==> src/lnto_pkg.sv <==
// shared types, constants and register codes for the node liveness timeout monitor
package lnto_pkg;

  localparam int NODE_COUNT = 16;
  localparam int IDX_W      = (NODE_COUNT > 1) ? $clog2(NODE_COUNT) : 1;
  localparam int MAP_BITS   = 16;
  localparam int MAP_N      = (NODE_COUNT < MAP_BITS) ? NODE_COUNT : MAP_BITS;

  localparam int TIME_W = 32;
  localparam int ADDR_W = 8;
  localparam int PADDR_W = 3;

  localparam logic [ADDR_W-1:0] ACCEPTED_PROTOCOL = 8'h01;
  localparam logic [TIME_W-1:0] RESET_TIMEOUT     = 32'd5000;
  localparam logic [TIME_W-1:0] RESET_INTERVAL    = 32'd1000;

  // opcode values
  localparam logic OP_FRAME = 1'b0;
  localparam logic OP_POLL  = 1'b1;

  // register index, taken from paddr[2]
  localparam logic REG_OFFLINE_TIMEOUT = 1'b0;
  localparam logic REG_SWEEP_INTERVAL  = 1'b1;

  typedef struct packed {
    logic              opcode;
    logic [ADDR_W-1:0] node_addr;
    logic [ADDR_W-1:0] protocol_num;
    logic [TIME_W-1:0] now;
  } in_item_t;

  typedef struct packed {
    logic [MAP_BITS-1:0] online_map;
    logic                frame_recorded;
    logic                sweep_done;
  } out_item_t;

  typedef struct packed {
    logic [TIME_W-1:0] offline_timeout;
    logic [TIME_W-1:0] sweep_interval;
  } cfg_t;

  typedef struct packed {
    logic idle;
    logic done;
  } core_stat_t;

endpackage

==> src/lnto_age_cmp.sv <==
// shared modulo-2^32 age compare: (now - then) >= limit
module lnto_age_cmp
  import lnto_pkg::*;
(
  input  logic [TIME_W-1:0] now,
  input  logic [TIME_W-1:0] then_time,
  input  logic [TIME_W-1:0] limit,
  output logic              reached
);

  logic [TIME_W-1:0] age;

  assign age     = now - then_time;
  assign reached = (age >= limit);

endmodule

==> src/lnto_regs.sv <==
// apb configuration registers
module lnto_regs
  import lnto_pkg::*;
(
  input  logic               clk,
  input  logic               rst,
  input  logic               psel,
  input  logic               penable,
  input  logic               pwrite,
  input  logic [PADDR_W-1:0] paddr,
  input  logic [31:0]        pwdata,
  output logic [31:0]        prdata,
  output logic               pready,
  output cfg_t               cfg
);

  logic wr_en;

  assign pready = 1'b1;
  assign wr_en  = psel && penable && pwrite;

  always_ff @(posedge clk) begin
    if (rst) begin
      cfg.offline_timeout <= RESET_TIMEOUT;
      cfg.sweep_interval  <= RESET_INTERVAL;
    end else if (wr_en) begin
      case (paddr[2])
        REG_OFFLINE_TIMEOUT: cfg.offline_timeout <= pwdata;
        REG_SWEEP_INTERVAL:  cfg.sweep_interval  <= pwdata;
        default: ;
      endcase
    end
  end

  always_comb begin
    case (paddr[2])
      REG_OFFLINE_TIMEOUT: prdata = cfg.offline_timeout;
      REG_SWEEP_INTERVAL:  prdata = cfg.sweep_interval;
      default:             prdata = '0;
    endcase
  end

endmodule

==> src/lnto_core.sv <==
// liveness state and the sweep sequencer around the shared age compare
module lnto_core
  import lnto_pkg::*;
(
  input  logic       clk,
  input  logic       rst,
  input  cfg_t       cfg,
  input  logic       start,
  input  in_item_t   item,
  input  logic       res_take,
  output core_stat_t stat,
  output out_item_t  res
);

  typedef enum logic [3:0] {
    S_IDLE  = 4'b0001,
    S_CHECK = 4'b0010,
    S_SCAN  = 4'b0100,
    S_DONE  = 4'b1000
  } state_t;

  localparam logic [IDX_W-1:0] LAST_IDX = IDX_W'(NODE_COUNT - 1);

  state_t                  state;
  in_item_t                item_q;
  logic                    recorded;
  logic                    swept;
  logic [IDX_W-1:0]        scan_idx;
  logic [NODE_COUNT-1:0]   online;
  logic [TIME_W-1:0]       last_seen [NODE_COUNT];
  logic [TIME_W-1:0]       last_sweep;

  logic                    frame_ok;
  logic [IDX_W-1:0]        frame_idx;
  logic [TIME_W-1:0]       cmp_then;
  logic [TIME_W-1:0]       cmp_limit;
  logic                    cmp_ge;

  assign frame_ok  = (item.opcode == OP_FRAME) && (item.protocol_num == ACCEPTED_PROTOCOL)
                     && (item.node_addr != '0)
                     && (item.node_addr <= ADDR_W'(NODE_COUNT));
  assign frame_idx = IDX_W'(item.node_addr - ADDR_W'(1));

  // one compare unit: interval check first, then one node per cycle
  assign cmp_then  = (state == S_CHECK) ? last_sweep : last_seen[scan_idx];
  assign cmp_limit = (state == S_CHECK) ? cfg.sweep_interval : cfg.offline_timeout;

  lnto_age_cmp u_cmp (
    .now       (item_q.now),
    .then_time (cmp_then),
    .limit     (cmp_limit),
    .reached   (cmp_ge)
  );

  always_ff @(posedge clk) begin
    if (rst) begin
      state      <= S_IDLE;
      online     <= '0;
      last_sweep <= '0;
      scan_idx   <= '0;
    end else begin
      case (state)
        S_IDLE: begin
          if (start) begin
            if (item.opcode == OP_FRAME) begin
              if (frame_ok) begin
                online[frame_idx] <= 1'b1;
              end
              state <= S_DONE;
            end else begin
              state <= S_CHECK;
            end
          end
        end
        S_CHECK: begin
          if (cmp_ge) begin
            last_sweep <= item_q.now;
            scan_idx   <= '0;
            state      <= S_SCAN;
          end else begin
            state <= S_DONE;
          end
        end
        S_SCAN: begin
          if (online[scan_idx] && cmp_ge) begin
            online[scan_idx] <= 1'b0;
          end
          if (scan_idx == LAST_IDX) begin
            state <= S_DONE;
          end else begin
            scan_idx <= scan_idx + IDX_W'(1);
          end
        end
        S_DONE: begin
          if (res_take) begin
            state <= S_IDLE;
          end
        end
        default: state <= S_IDLE;
      endcase
    end
  end

  // payload: item copy, flags and last-seen times
  always_ff @(posedge clk) begin
    if (state == S_IDLE && start) begin
      item_q   <= item;
      recorded <= frame_ok;
      swept    <= 1'b0;
      if (frame_ok) begin
        last_seen[frame_idx] <= item.now;
      end
    end else if (state == S_CHECK && cmp_ge) begin
      swept <= 1'b1;
    end
  end

  assign stat.idle = (state == S_IDLE);
  assign stat.done = (state == S_DONE);

  assign res.online_map     = MAP_BITS'(online[MAP_N-1:0]);
  assign res.frame_recorded = recorded;
  assign res.sweep_done     = swept;

  a_flags_exclusive: assert property (@(posedge clk) disable iff (rst)
    (state == S_DONE) |-> !(recorded && swept))
    else $error("frame and sweep flags both set");

  a_sweep_time: assert property (@(posedge clk) disable iff (rst)
    (state == S_CHECK && cmp_ge) |=> (last_sweep == $past(item_q.now)))
    else $error("sweep time not recorded");

  a_scan_no_set: assert property (@(posedge clk) disable iff (rst)
    (state == S_SCAN) |=> ((online & ~$past(online)) == '0))
    else $error("sweep brought a node online");

  a_poll_no_record: assert property (@(posedge clk) disable iff (rst)
    (state == S_CHECK) |=> !recorded)
    else $error("poll marked a frame recorded");

endmodule

==> src/node_liveness_timeout_monitor_top.sv <==
// top level: item and result channels, result register, config port
//
// tracks the liveness of NODE_COUNT bus nodes (addresses 1..NODE_COUNT). a frame
// transfer with protocol number 1 and a valid node address stamps that node's
// last-seen time and marks it online; broadcast, out-of-range addresses and other
// protocols are ignored. a poll transfer runs a timeout sweep when at least
// sweep_interval ticks have passed since the last sweep (all ages modulo 2^32);
// the sweep marks offline each online node whose age has reached offline_timeout.
// every item gives exactly one result with the online map of nodes 1..16.
// steps: a frame goes from idle straight to done; a poll goes through the interval
// check and, when a sweep runs, then through a scan of every node, since one shared
// age subtract-and-compare unit checks the interval and then one node per cycle.
// one item is in work at a time; item_ready is high while the sequencer is idle.
// the result sits in an output register, so a waiting result does not hold back
// the next item's work. registers: offline_timeout at 0x0 (reset 5000),
// sweep_interval at 0x4 (reset 1000); write them only while the block is idle.
module node_liveness_timeout_monitor_top
  import lnto_pkg::*;
(
  input  logic               clk,
  input  logic               rst,
  // config port
  input  logic               psel,
  input  logic               penable,
  input  logic               pwrite,
  input  logic [PADDR_W-1:0] paddr,
  input  logic [31:0]        pwdata,
  output logic [31:0]        prdata,
  output logic               pready,
  // item channel
  input  logic               item_valid,
  output logic               item_ready,
  input  in_item_t           item,
  // result channel
  output logic               result_valid,
  input  logic               result_ready,
  output out_item_t          result
);

  cfg_t       cfg;
  core_stat_t stat;
  out_item_t  core_res;
  logic       start;
  logic       slot_free;

  lnto_regs u_regs (
    .clk     (clk),
    .rst     (rst),
    .psel    (psel),
    .penable (penable),
    .pwrite  (pwrite),
    .paddr   (paddr),
    .pwdata  (pwdata),
    .prdata  (prdata),
    .pready  (pready),
    .cfg     (cfg)
  );

  // transfer in only when the sequencer is idle
  assign item_ready = stat.idle;
  assign start      = item_valid && item_ready;

  // output register is free when empty or being drained this cycle
  assign slot_free = !result_valid || result_ready;

  lnto_core u_core (
    .clk      (clk),
    .rst      (rst),
    .cfg      (cfg),
    .start    (start),
    .item     (item),
    .res_take (slot_free),
    .stat     (stat),
    .res      (core_res)
  );

  always_ff @(posedge clk) begin
    if (rst) begin
      result_valid <= 1'b0;
    end else if (stat.done && slot_free) begin
      result_valid <= 1'b1;
    end else if (result_ready) begin
      result_valid <= 1'b0;
    end
  end

  // result payload, loaded when the core hands over
  always_ff @(posedge clk) begin
    if (stat.done && slot_free) begin
      result <= core_res;
    end
  end

endmodule
==> config.mk <==
export PLATFORM = sky130hd
export DESIGN_NAME = node_liveness_timeout_monitor_top
export DESIGN_NICKNAME = d
export VERILOG_FILES = /design/src/lnto_pkg.sv /design/src/lnto_age_cmp.sv /design/src/lnto_regs.sv /design/src/lnto_core.sv /design/src/node_liveness_timeout_monitor_top.sv
export SDC_FILE = /design/constraint.sdc
export NUM_CORES = 1
export LEC_CHECK = 0
export CORE_MARGIN = 5
export CORE_UTILIZATION = 30
export CTS_BUF_LIST = sky130_fd_sc_hd__clkbuf_2
export CTS_CLUSTER_DIAMETER = 200
export DETAILED_ROUTE_END_ITERATION = 16
export DONT_BUFFER_PORTS = 1
export HOLD_SLACK_MARGIN = 0.03
export PLACE_DENSITY = 0.55
export SLEW_MARGIN = 30
export SYNTH_ARGS = -nofsm -noshare
export SYNTH_HDL_FRONTEND = slang
export SYNTH_SLANG_ARGS = --single-unit
export TNS_END_PERCENT = 100
==> constraint.sdc <==
create_clock -name clk -period 8.52 [get_ports clk]
set_input_delay 0.426 -clock clk [delete_from_list [all_inputs] [get_ports clk]]
set_output_delay 0.426 -clock clk [all_outputs]
set_load 0.05 [all_outputs]
==> results.ini, run 1 <==
[yosys]
syn_inst = 1732
synth_area_sq_um = 28820
synthArstFlopShare_pct = 0
avgSynthCellArea_sq_um = 16.64
ys_seq_area_share_pct = 67.41
syn-num-nets = 1892
yosys.cell_types.count = 57
ys.flop_type = edfxtp_1
ys_ff_latch = 689
synth-edff-count = 563
ys_warn_count = 0

[die]
start_util_pct = 30.29
rows = 113
pin_count = 144
die_x_microns = 320.0
die-area_sq_um = 102400
core_area_sq_um = 95150
die_h_microns = 320.0

[routing]
drt_wl_total_mm = 76.16
ant_nets = 0
vias = 17180
viasPerCell = 4.911
drt-initial-drc-count = 1415
drc = 0
post_drt_wl_per_cell_microns = 21.77
drt_pass1_iterations = 6

[flow_run]
maxCapViolCount = 0

[clock_tree]
cts_max_path_buffers = 3
cts-root-buf = clkbuf_2
ctsHtreeMaxLevel = 4
ctsHoldBuffers = 239
clkTransAtPathRegs_ns = 0.13
cts_setup_buffers = 0
clock_latency_ns = 1.37
cts_tree = built
cts_buffers = 171
cts_sinks = 689
cts-resized-gates = 0

[cells_and_area]
fin_area_sq_um = 34440
drive_above_1_share_pct = 24.75
nFillCells = 8913
areaGrowthSynthToFinish_pct = 19.51
ff_latch_area_sq_um = 19440
multi_input_area_sq_um = 8957
fin_nets = 2266
final_cell_mix = 563 x edfxtp_1, 240 x clkbuf_2, 236 x dlygate4sd3_1
layout_commonest_cell = edfxtp_1

[global_routing]
gr-usage-all-layers_pct = 14.75
antenna_found_initial = 6
grt_pass1_wl_mm = 113.9
overflow = 0
grt_max_degree = 117
first_global_vias = 18030

[outcome]
status = complete, no violations

[placement]
placed_area_sq_um = 30470
dpl.hpwl_mm = 43.07
port_buffers = 0
pre_cts_slack_ns = 0.9177
gp_congestion = 0.7898

[sta]
rsz0062_at_grt = false
worst_pin_slew_ns = 0.9440
fin_crit_sh_pct = 93.19
setup_viol = 0
fin_skew_ns = 0.08562
fin_ws_ns = 0.5802
max_freq_mhz = 125.9
finalHoldViolCount = 0
layout_min_cycle_time_ns = 7.940
finalMaxSlewViolations = 0
maxSlewHeadroom_pct = 36.78
setup_tns_ns = 0

[critical_path]
start_kind = flop
crit_arrival_ns = 9.23
crit_type = flop to flop
cp_max_fo = 29
cp-end-kind = flop
worstPathRequired_ns = 9.81

[worst_hold_path]
hold_class = input port to flop

[power]
peakVddDrop_v = 0.00008622
p_per_area_nw_per_um2 = 184.3
p_leak_nw = 11.79

state kept, by name, indices dropped and copies added (netlist names), 4 cells and up, named ones only:
register / flops
u_core.online: 16
result: 18
u_core.item_q: 32
u_core.last_sweep: 32
u_regs.cfg: 64
u_core.scan_idx: 4
u_core.last_seen: 512
u_core.state: 4
power breakdown:
group	internal, mW	switching, mW	leakage [nW]
Sequential	3.66	0.0309	6.09
Clock	0.879	1.30	1.17
Combinational	0.194	0.283	4.53
per-stage QoR:
step	total power [mW]	util (%)	cells	hold WS (ns)
after detailed placement	4.127	32.02	2959	0.4066
after global routing	6.684	36.19	3496	0.1112
after global placement	4.118	32.01	2959	0.4127
after CTS	6.441	36.17	3487	0.03240
after floorplan	4.032	-	1732	0.4003
final	6.349	36.20	3498	0.2452
critical path: stages, from the launching register on:
cell and delay [ns]:
dfxtp_4 0.78, buf_4 0.45, buf_4 0.24, mux4_2 0.51
mux4_2 0.51, mux2i_1 0.20, ha_1 0.33, nand2_1 0.08
o21ai_0 0.14, a221oi_1 0.31, o21ai_0 0.21, o41ai_1 0.68
o21bai_1 0.16, a21oi_1 0.23, xnor2_1 0.16, ha_1 0.27
nand4_1 0.13, nor2_1 0.06, a211o_1 0.28, a21o_1 0.19
a211o_4 0.38, o21ai_0 0.67, o31ai_1 0.13, a21oi_1 0.17
dlygate4sd3_1 0.56
layer usage:
metal	vias up	global-route usage (%)	wire length, microns
met5	-	0	0
met4	0	4.293	1358
met3	102	3.762	4300
met2	516	25.05	38180
met1	8891	18.76	32330
li1	7671	-	-
final timing paths:
kind,endpoint,cells after the start,slack (ns),startpoint
hold / removal,u_core.online[13],4,0.25,item[42]
setup / recovery,u_core.online[1],24,0.58,flop
setup reg to reg,u_core.online[1],24,0.58,flop
hold reg to reg,result[1],0,0.42,u_core.recorded
Yosys cell counts, types with 9 or more instances:
cell type	instances	area, sq um
clkbuf_1	54	202.7
nand4_1	9	56.30
xnor2_1	23	201.4
or2_2	10	62.56
nand2_1	161	604.3
a21oi_1	107	535.5
mux2_2	32	360.4
mux4_2	164	3694
nand3b_1	13	97.59
edfxtp_1	563	16910
a21o_1	15	112.6
nor3_1	11	55.05
dfxtp_1	126	2522
inv_1	34	127.6
nand3_1	14	70.07
nor2_1	74	277.8
buf_1	16	60.06
o21ai_0	29	145.1
ha_1	68	850.8
nand2b_1	9	56.30
mux2i_1	94	940.9
kinds of logic after synthesis:
| kind of cell | count (synthesis) | share of synthesized area [%] |
|---|---|---|
| DFF | 689 | 67.41 |
| adders and majority gates | 69 | 3.022 |
| xor gates and xnor gates | 31 | 0.9420 |
| muxes | 290 | 17.33 |
| AOI/OAI and AO/OA | 208 | 4.432 |
| other | 1 | 0.01301 |
| and+or+nand+nor | 329 | 5.140 |
| buffers and inverters | 115 | 1.710 |
cell type report:
class / instances / share of cell area (%)
clock inverters: 49 / 0.9263
flip-flops and latches: 689 / 56.43
well taps: 1265 / 4.595
inverters: 34 / 0.3705
diodes: 11 / 0.07992
multi-input cells: 928 / 26.01
clock buffers: 240 / 3.487
repair buffers: 282 / 8.101
No activity file was read; power rests on OpenSTA's default activity.
==> run 2, diff against run 1 <==
Settings changed: PLACE_DENSITY 0.55 to 0.56.
Clock period 8.52 ns to 7.04 ns, I/O delays scaled along.
==> run 2 against run 1 <==
Compared with the run above:
- routed wire length down 3.4%
- first-iteration DRC count down 14%
- sequential cell count unchanged
- die area unchanged
- final cell count up 0.60%
- total power up 23%
- via count down 1.1%
- sequential power up 21%
- sequential share of layout area down 0.57 points
- global-route usage down 0.52 points
- clock-buffer cell count up 3
- highest routed layer unchanged
==> results.ini, run 2 (synthesis results as in run 1) <==
[cells_and_area]
areaGrowthSynthToFinish_pct = 20.72  ; was 19.51%
layout_commonest_cell = edfxtp_1  ; unchanged
multi_input_area_sq_um = 8965  ; was 8957 sq um
drive_above_1_share_pct = 24.47  ; was 24.75%
reg_top3 = u_core.last_seen x512, u_regs.cfg x64  ; unchanged
final_cell_mix = 563 x edfxtp_1, 243 x clkbuf_2, 241 x dlygate4sd3_1  ; was 563 x edfxtp_1, 240 x clkbuf_2, 236 x dlygate4sd3_1
largest-register = u_core.last_seen  ; unchanged
final_util_pct = 36.57  ; was 36.20%
fin_nets = 2276  ; was 2266
ff_latch_area_sq_um = 19440  ; unchanged
largest_reg_flops = 512  ; unchanged
fin_cells = 3519  ; was 3498
nFillCells = 8873  ; was 8913

[critical_path]
crit_type = flop to flop  ; unchanged
cp_max_fo = 30  ; was 29
start_kind = flop  ; unchanged
cpPeakStageDelay_ns = 0.57  ; was 0.78 ns
crit_slowest_cell = mux4_2  ; was dfxtp_4
cp_cell_sequence = buf_12 > mux4_2 > mux4_2 > mux2i_1 > ha_1 > nand4_1 > or3_1 > a211oi_1 > o41ai_2 > o21bai_1 > a21oi_1 > xnor2_1 > ha_1 > nand4_1 > nor2_1 > a211o_1 > a21o_1 > a211o_4 > o21ai_0 > o21ai_0 > a21oi_1  ; was buf_4 > buf_4 > mux4_2 > mux4_2 > mux2i_1 > ha_1 > nand2_1 > o21ai_0 > a221oi_1 > o21ai_0 > o41ai_1 > o21bai_1 > a21oi_1 > xnor2_1 > ha_1 > nand4_1 > nor2_1 > a211o_1 > a21o_1 > a211o_4 > o21ai_0 > o31ai_1 > a21oi_1 > dlygate4sd3_1
path_delay_family = compound AO/OA/AOI/OAI gates  ; unchanged
cp_num_buf_inv = 1  ; was 3
cp-end-kind = flop  ; unchanged
crit_arrival_ns = 7.75  ; was 9.23 ns
worstPathRequired_ns = 8.26  ; was 9.81 ns

[routing]
dr_wl_met3_mm = 3.725  ; was 4.300 mm
wl_met1_mm = 30.14  ; was 32.33 mm
drt_pass1_iterations = 5  ; was 6
drc = 0  ; unchanged
post_drt_wl_per_cell_microns = 20.92  ; was 21.77 microns
drt-initial-drc-count = 1212  ; was 1415
wl_met2_mm = 38.50  ; was 38.18 mm
drt_wl_total_mm = 73.60  ; was 76.16 mm
viasPerCell = 4.826  ; was 4.911
top_layer = met4  ; unchanged
ant_nets = 0  ; unchanged
vias = 16980  ; was 17180

[global_routing]
grt_pass1_wl_mm = 111.2  ; was 113.9 mm
first_global_vias = 17940  ; was 18030
gr-usage-all-layers_pct = 14.23  ; was 14.75%
antenna_found_initial = 6  ; unchanged
overflow = 0  ; unchanged
grt_max_degree = 80  ; was 117

[sta]
rsz0062_at_grt = false  ; unchanged
setup_tns_ns = 0  ; unchanged
fin_crit_sh_pct = 92.76  ; was 93.19%
max_freq_mhz = 153.1  ; was 125.9 MHz
setup_viol = 0  ; unchanged
fin_skew_ns = 0.09520  ; was 0.08562 ns
layout_min_cycle_time_ns = 6.531  ; was 7.940 ns
worst_pin_slew_ns = 0.8936  ; was 0.9440 ns
maxSlewHeadroom_pct = 40.42  ; was 36.78%
finalHoldViolCount = 0  ; unchanged
finalMaxSlewViolations = 0  ; unchanged

[die]
die_h_microns = 320.0  ; unchanged
die-area_sq_um = 102400  ; unchanged
pin_count = 144  ; unchanged
core_area_sq_um = 95150  ; unchanged
start_util_pct = 30.29  ; unchanged
rows = 113  ; unchanged
die_x_microns = 320.0  ; unchanged

[placement]
place_inst = 2966  ; was 2959
gp_congestion = 0.7781  ; was 0.7898
dpl.hpwl_mm = 43.30  ; was 43.07 mm
port_buffers = 0  ; unchanged

[power]
p_leak_nw = 11.87  ; was 11.79 nW
p_per_area_nw_per_um2 = 225.0  ; was 184.3 nW/um^2
fin_total_pwr_mw = 7.830  ; was 6.349 mW
peakVddDrop_v = 0.0001127  ; was 0.00008622 V

[flow_run]
maxCapViolCount = 0  ; unchanged

[clock_tree]
clock_latency_ns = 1.34  ; was 1.37 ns
cts_buffers = 169  ; was 171
clkTransAtPathRegs_ns = 0.10  ; was 0.13 ns
cts_max_path_buffers = 3  ; unchanged
cts_tree = built  ; unchanged
cts_sinks = 689  ; unchanged
ctsHtreeMaxLevel = 4  ; unchanged
cts-root-buf = clkbuf_2  ; unchanged

[outcome]
status = complete, no violations  ; unchanged

[worst_hold_path]
hold_class = input port to flop  ; unchanged

run 2: per-layer routing:
metal  vias to the layer above  GRT usage (%)
li1                       7698              -
met1                      8730          17.24
met2                       457          25.23
met3                        98          3.623
met4                         0          4.022
met5                         -              0
run 2: report_power, final:
part	switching (mW)	leakage, nW	internal (mW)	total (mW)
Sequential	0.0363	6.09	4.44	4.47
Combinational	0.338	4.57	0.239	0.578
Clock	1.56	1.21	1.22	2.78
run 2: cell type report:
type | count | share of cell area, %
flip-flops and latches | 689 | 55.87
clock inverters | 56 | 1.280
diodes | 10 | 0.07192
repair buffers | 294 | 8.602
multi-input cells | 928 | 25.77
clock buffers | 243 | 3.495
inverters | 34 | 0.3668
well taps | 1265 | 4.549
run 2: worst register-to-register path, stage by stage (launching register included):
cell and delay, ns:
dfxtp_4 0.40, buf_12 0.25, mux4_2 0.62, mux4_2 0.53, mux2i_1 0.22, ha_1 0.28
nand4_1 0.30, or3_1 0.43, a211oi_1 0.56, o41ai_2 0.22, o21bai_1 0.17, a21oi_1 0.10
xnor2_1 0.14, ha_1 0.31, nand4_1 0.12, nor2_1 0.06, a211o_1 0.26, a21o_1 0.19
a211o_4 0.39, o21ai_0 0.49, o21ai_0 0.23, a21oi_1 0.18
run 2: stage by stage:
stage | cell area [sq um] | hold slack [ns] | setup slack, ns
final | 34790 | 0.2205 | 0.5095
after detailed placement | 30620 | 0.4201 | 0.4661
after global routing | 34780 | 0.1444 | 0.06010
after floorplan | 28820 | 0.4003 | 0.6428
after global placement | 30610 | 0.4151 | 0.4229
after CTS | 34760 | 0.03613 | 0.3795
run 2: path summary, 6_finish.rpt:
path	from	end	slack (ns)	cells after the start
setup reg to reg	flop	u_core.online[10]	0.51	21
hold reg to reg	u_core.recorded	result[1]	0.44	0
setup / recovery	flop	u_core.online[10]	0.51	21
hold / removal	psel	u_regs.cfg[23]	0.22	6
run 2: what timing repair did:
action	CTS	global route
hold buffers	244	0
gates resized for setup	0	1
setup buffers	0	0
endpoints found under the hold margin	1159	0
endpoints found under the setup margin	0	3
==> run 3, diff against run 2 <==
Settings changed: CORE_ASPECT_RATIO from default to 1.5.
==> run 3 against run 2 <==
Compared with the run above:
- sequential share of layout area grew 0.52 points
- worst setup slack lost 0.18 ns
- clock power shrank 7.9%
- total power shrank 2.8%
- via count shrank 1.1%
- largest power group unchanged
- highest routed layer is now met5
==> results.ini, run 3 (synthesis results as in run 1) <==
[outcome]
status = complete, no violations  ; unchanged

[critical_path]
worstPathRequired_ns = 8.17  ; was 8.26 ns
rr_worst_depth = 22  ; was 21
r2r-end = u_core.state[3]  ; was u_core.online[10]
rrSetupSlack_ns = 0.33  ; was 0.51 ns
crit_arrival_ns = 7.84  ; was 7.75 ns
start_kind = flop  ; unchanged
cp_cell_sequence = buf_12 > buf_12 > mux4_2 > mux4_2 > mux2i_1 > ha_2 > nand4_1 > or4_1 > o32ai_1 > o21ai_1 > o21bai_1 > a21oi_1 > xnor2_1 > ha_1 > a21o_1 > a211o_1 > a21o_1 > a211o_4 > nor2_1 > nand2_1 > a311oi_1 > dlygate4sd3_1  ; was buf_12 > mux4_2 > mux4_2 > mux2i_1 > ha_1 > nand4_1 > or3_1 > a211oi_1 > o41ai_2 > o21bai_1 > a21oi_1 > xnor2_1 > ha_1 > nand4_1 > nor2_1 > a211o_1 > a21o_1 > a211o_4 > o21ai_0 > o21ai_0 > a21oi_1
cp_max_fo = 17  ; was 30
crit_slowest_cell = dlygate4sd3_1  ; was mux4_2
cp-end-kind = flop  ; unchanged
cpPeakStageDelay_ns = 0.58  ; was 0.57 ns
crit_type = flop to flop  ; unchanged

[cells_and_area]
layout_commonest_cell = edfxtp_1  ; unchanged
final_cell_mix = 563 x edfxtp_1, 231 x clkbuf_2, 222 x dlygate4sd3_1  ; was 563 x edfxtp_1, 243 x clkbuf_2, 241 x dlygate4sd3_1
ff_latch_area_sq_um = 19440  ; unchanged
fin_nets = 2254  ; was 2276
largest_reg_flops = 512  ; unchanged
nFillCells = 9069  ; was 8873
reg_top3 = u_core.last_seen x512, u_regs.cfg x64  ; unchanged
largest-register = u_core.last_seen  ; unchanged
areaGrowthSynthToFinish_pct = 19.61  ; was 20.72%
final_util_pct = 36.04  ; was 36.57%
multi_input_area_sq_um = 8982  ; was 8965 sq um
drive_above_1_share_pct = 24.92  ; was 24.47%

[global_routing]
use_met3_pct = 3.069  ; was 3.623%
use_met1_pct = 16.26  ; was 17.24%
grt_pass1_wl_mm = 112.6  ; was 111.2 mm
grt_max_degree = 119  ; was 80
first_global_vias = 18110  ; was 17940
overflow = 0  ; unchanged
met2_usage_pct = 26.78  ; was 25.23%
gr-usage-all-layers_pct = 14.44  ; was 14.23%
gr-max-usage-layer = met2  ; unchanged
antenna_found_initial = 4  ; was 6

[power]
p_per_area_nw_per_um2 = 220.8  ; was 225.0 nW/um^2
p_leak_nw = 11.74  ; was 11.87 nW
peakVddDrop_v = 0.0001145  ; was 0.0001127 V
fin_total_pwr_mw = 7.612  ; was 7.830 mW

[routing]
drt-initial-drc-count = 1201  ; was 1212
drt_wl_total_mm = 75.36  ; was 73.60 mm
post_drt_wl_per_cell_microns = 21.69  ; was 20.92 microns
drt_pass1_iterations = 5  ; unchanged
vias = 16800  ; was 16980
viasPerCell = 4.834  ; was 4.826
ant_nets = 0  ; unchanged
drc = 0  ; unchanged

[worst_hold_path]
hold_class = input port to flop  ; unchanged
holdPathEnd = u_regs.cfg[7]  ; was u_regs.cfg[23]
min-delay-start = psel  ; unchanged
holdPathStages = 5  ; was 6

[clock_tree]
ctsHtreeMaxLevel = 4  ; unchanged
cts_sinks = 689  ; unchanged
clkTransAtPathRegs_ns = 0.11  ; was 0.10 ns
cts_max_path_buffers = 3  ; unchanged
cts_tree = built  ; unchanged
cts-root-buf = clkbuf_2  ; unchanged
cts_buffers = 148  ; was 169
clock_latency_ns = 1.21  ; was 1.34 ns

[sta]
finalMaxSlewViolations = 0  ; unchanged
fin_skew_ns = 0.07139  ; was 0.09520 ns
rsz0062_at_grt = false  ; unchanged
layout_min_cycle_time_ns = 6.713  ; was 6.531 ns
finalHoldViolCount = 0  ; unchanged
fin_ws_ns = 0.3268  ; was 0.5095 ns
setup_tns_ns = 0  ; unchanged
maxSlewHeadroom_pct = 46.70  ; was 40.42%
setup_viol = 0  ; unchanged
fin_crit_sh_pct = 95.36  ; was 92.76%
max_freq_mhz = 149.0  ; was 153.1 MHz
worst_pin_slew_ns = 0.7995  ; was 0.8936 ns

[flow_run]
maxCapViolCount = 0  ; unchanged

[die]
die-area_sq_um = 102500  ; was 102400 sq um
start_util_pct = 30.13  ; was 30.29%
die_x_microns = 263.1  ; was 320.0 microns
pin_count = 144  ; unchanged
die_h_microns = 389.6  ; was 320.0 microns
core_area_sq_um = 95650  ; was 95150 sq um
rows = 139  ; was 113

[placement]
port_buffers = 0  ; unchanged
dpl.hpwl_mm = 43.66  ; was 43.30 mm
gp_congestion = 0.7825  ; was 0.7781
pre_cts_slack_ns = 0.4002  ; was 0.4661 ns

==> run 3: stage by stage <==
stage	hold WS, ns	std cells	cell area [sq um]
CTS	0.04898	3460	34330
floorplan	0.4003	1732	28820
global placement	0.4091	2978	30660
detailed placement	0.4132	2978	30660
global route	0.1470	3475	34470
finish	0.2983	3475	34470
==> run 3: worst max-delay path by stage <==
| stage | start | endpoint | cells after the start |
|---|---|---|---|
| floorplan | flop | u_core.last_sweep[10] | 25 |
| global placement | flop | u_core.last_sweep[29] | 25 |
| detailed placement | flop | u_core.last_sweep[26] | 22 |
| CTS | flop | u_core.state[3] | 22 |
| global route | flop | u_core.state[3] | 25 |
| finish | flop | u_core.state[3] | 22 |
==> run 3: final cells by class <==
class,instances,area share (%)
multi-input cells,928,26.06
flip-flops and latches,689,56.39
clock inverters,28,0.7695
clock buffers,231,3.354
repair buffers,293,8.435
diodes,3,0.02178
well taps,1269,4.606
inverters,34,0.3702
==> run 3: timing repair <==
action	4_1_cts	5_1_grt
endpoints found under the hold margin	1234	0
hold buffers	223	0
buffers inserted	0	12
endpoints found under the setup margin	0	17
gates resized for setup	0	9
==> run 3: critical path, delay by kind of cell (launching register included) <==
kind / cells / cell delay [ns]
buffers and inverters: 3 / 0.98
AND/OR/NAND/NOR: 4 / 1.16
flip-flops: 1 / 0.46
XOR/XNOR: 1 / 0.14
AO/OA/AOI/OAI: 9 / 2.06
adder cells (fa/ha/maj): 2 / 0.58
multiplexers: 3 / 1.21
==> run 3: layer usage <==
layer	wire [microns]	part of all wire, %
met2	40550	54
met5	13	0.017
met3	3430	4.6
met4	2386	3.2
met1	28980	38
==> run 3: power by group <==
group / switching (mW) / internal, mW / total (mW) / leakage, nW
sequential: 0.0372 / 4.44 / 4.47 / 6.09
combinational: 0.339 / 0.239 / 0.578 / 4.57
clock: 1.52 / 1.04 / 2.56 / 1.08
total: 1.89 / 5.72 / 7.61 / 11.7
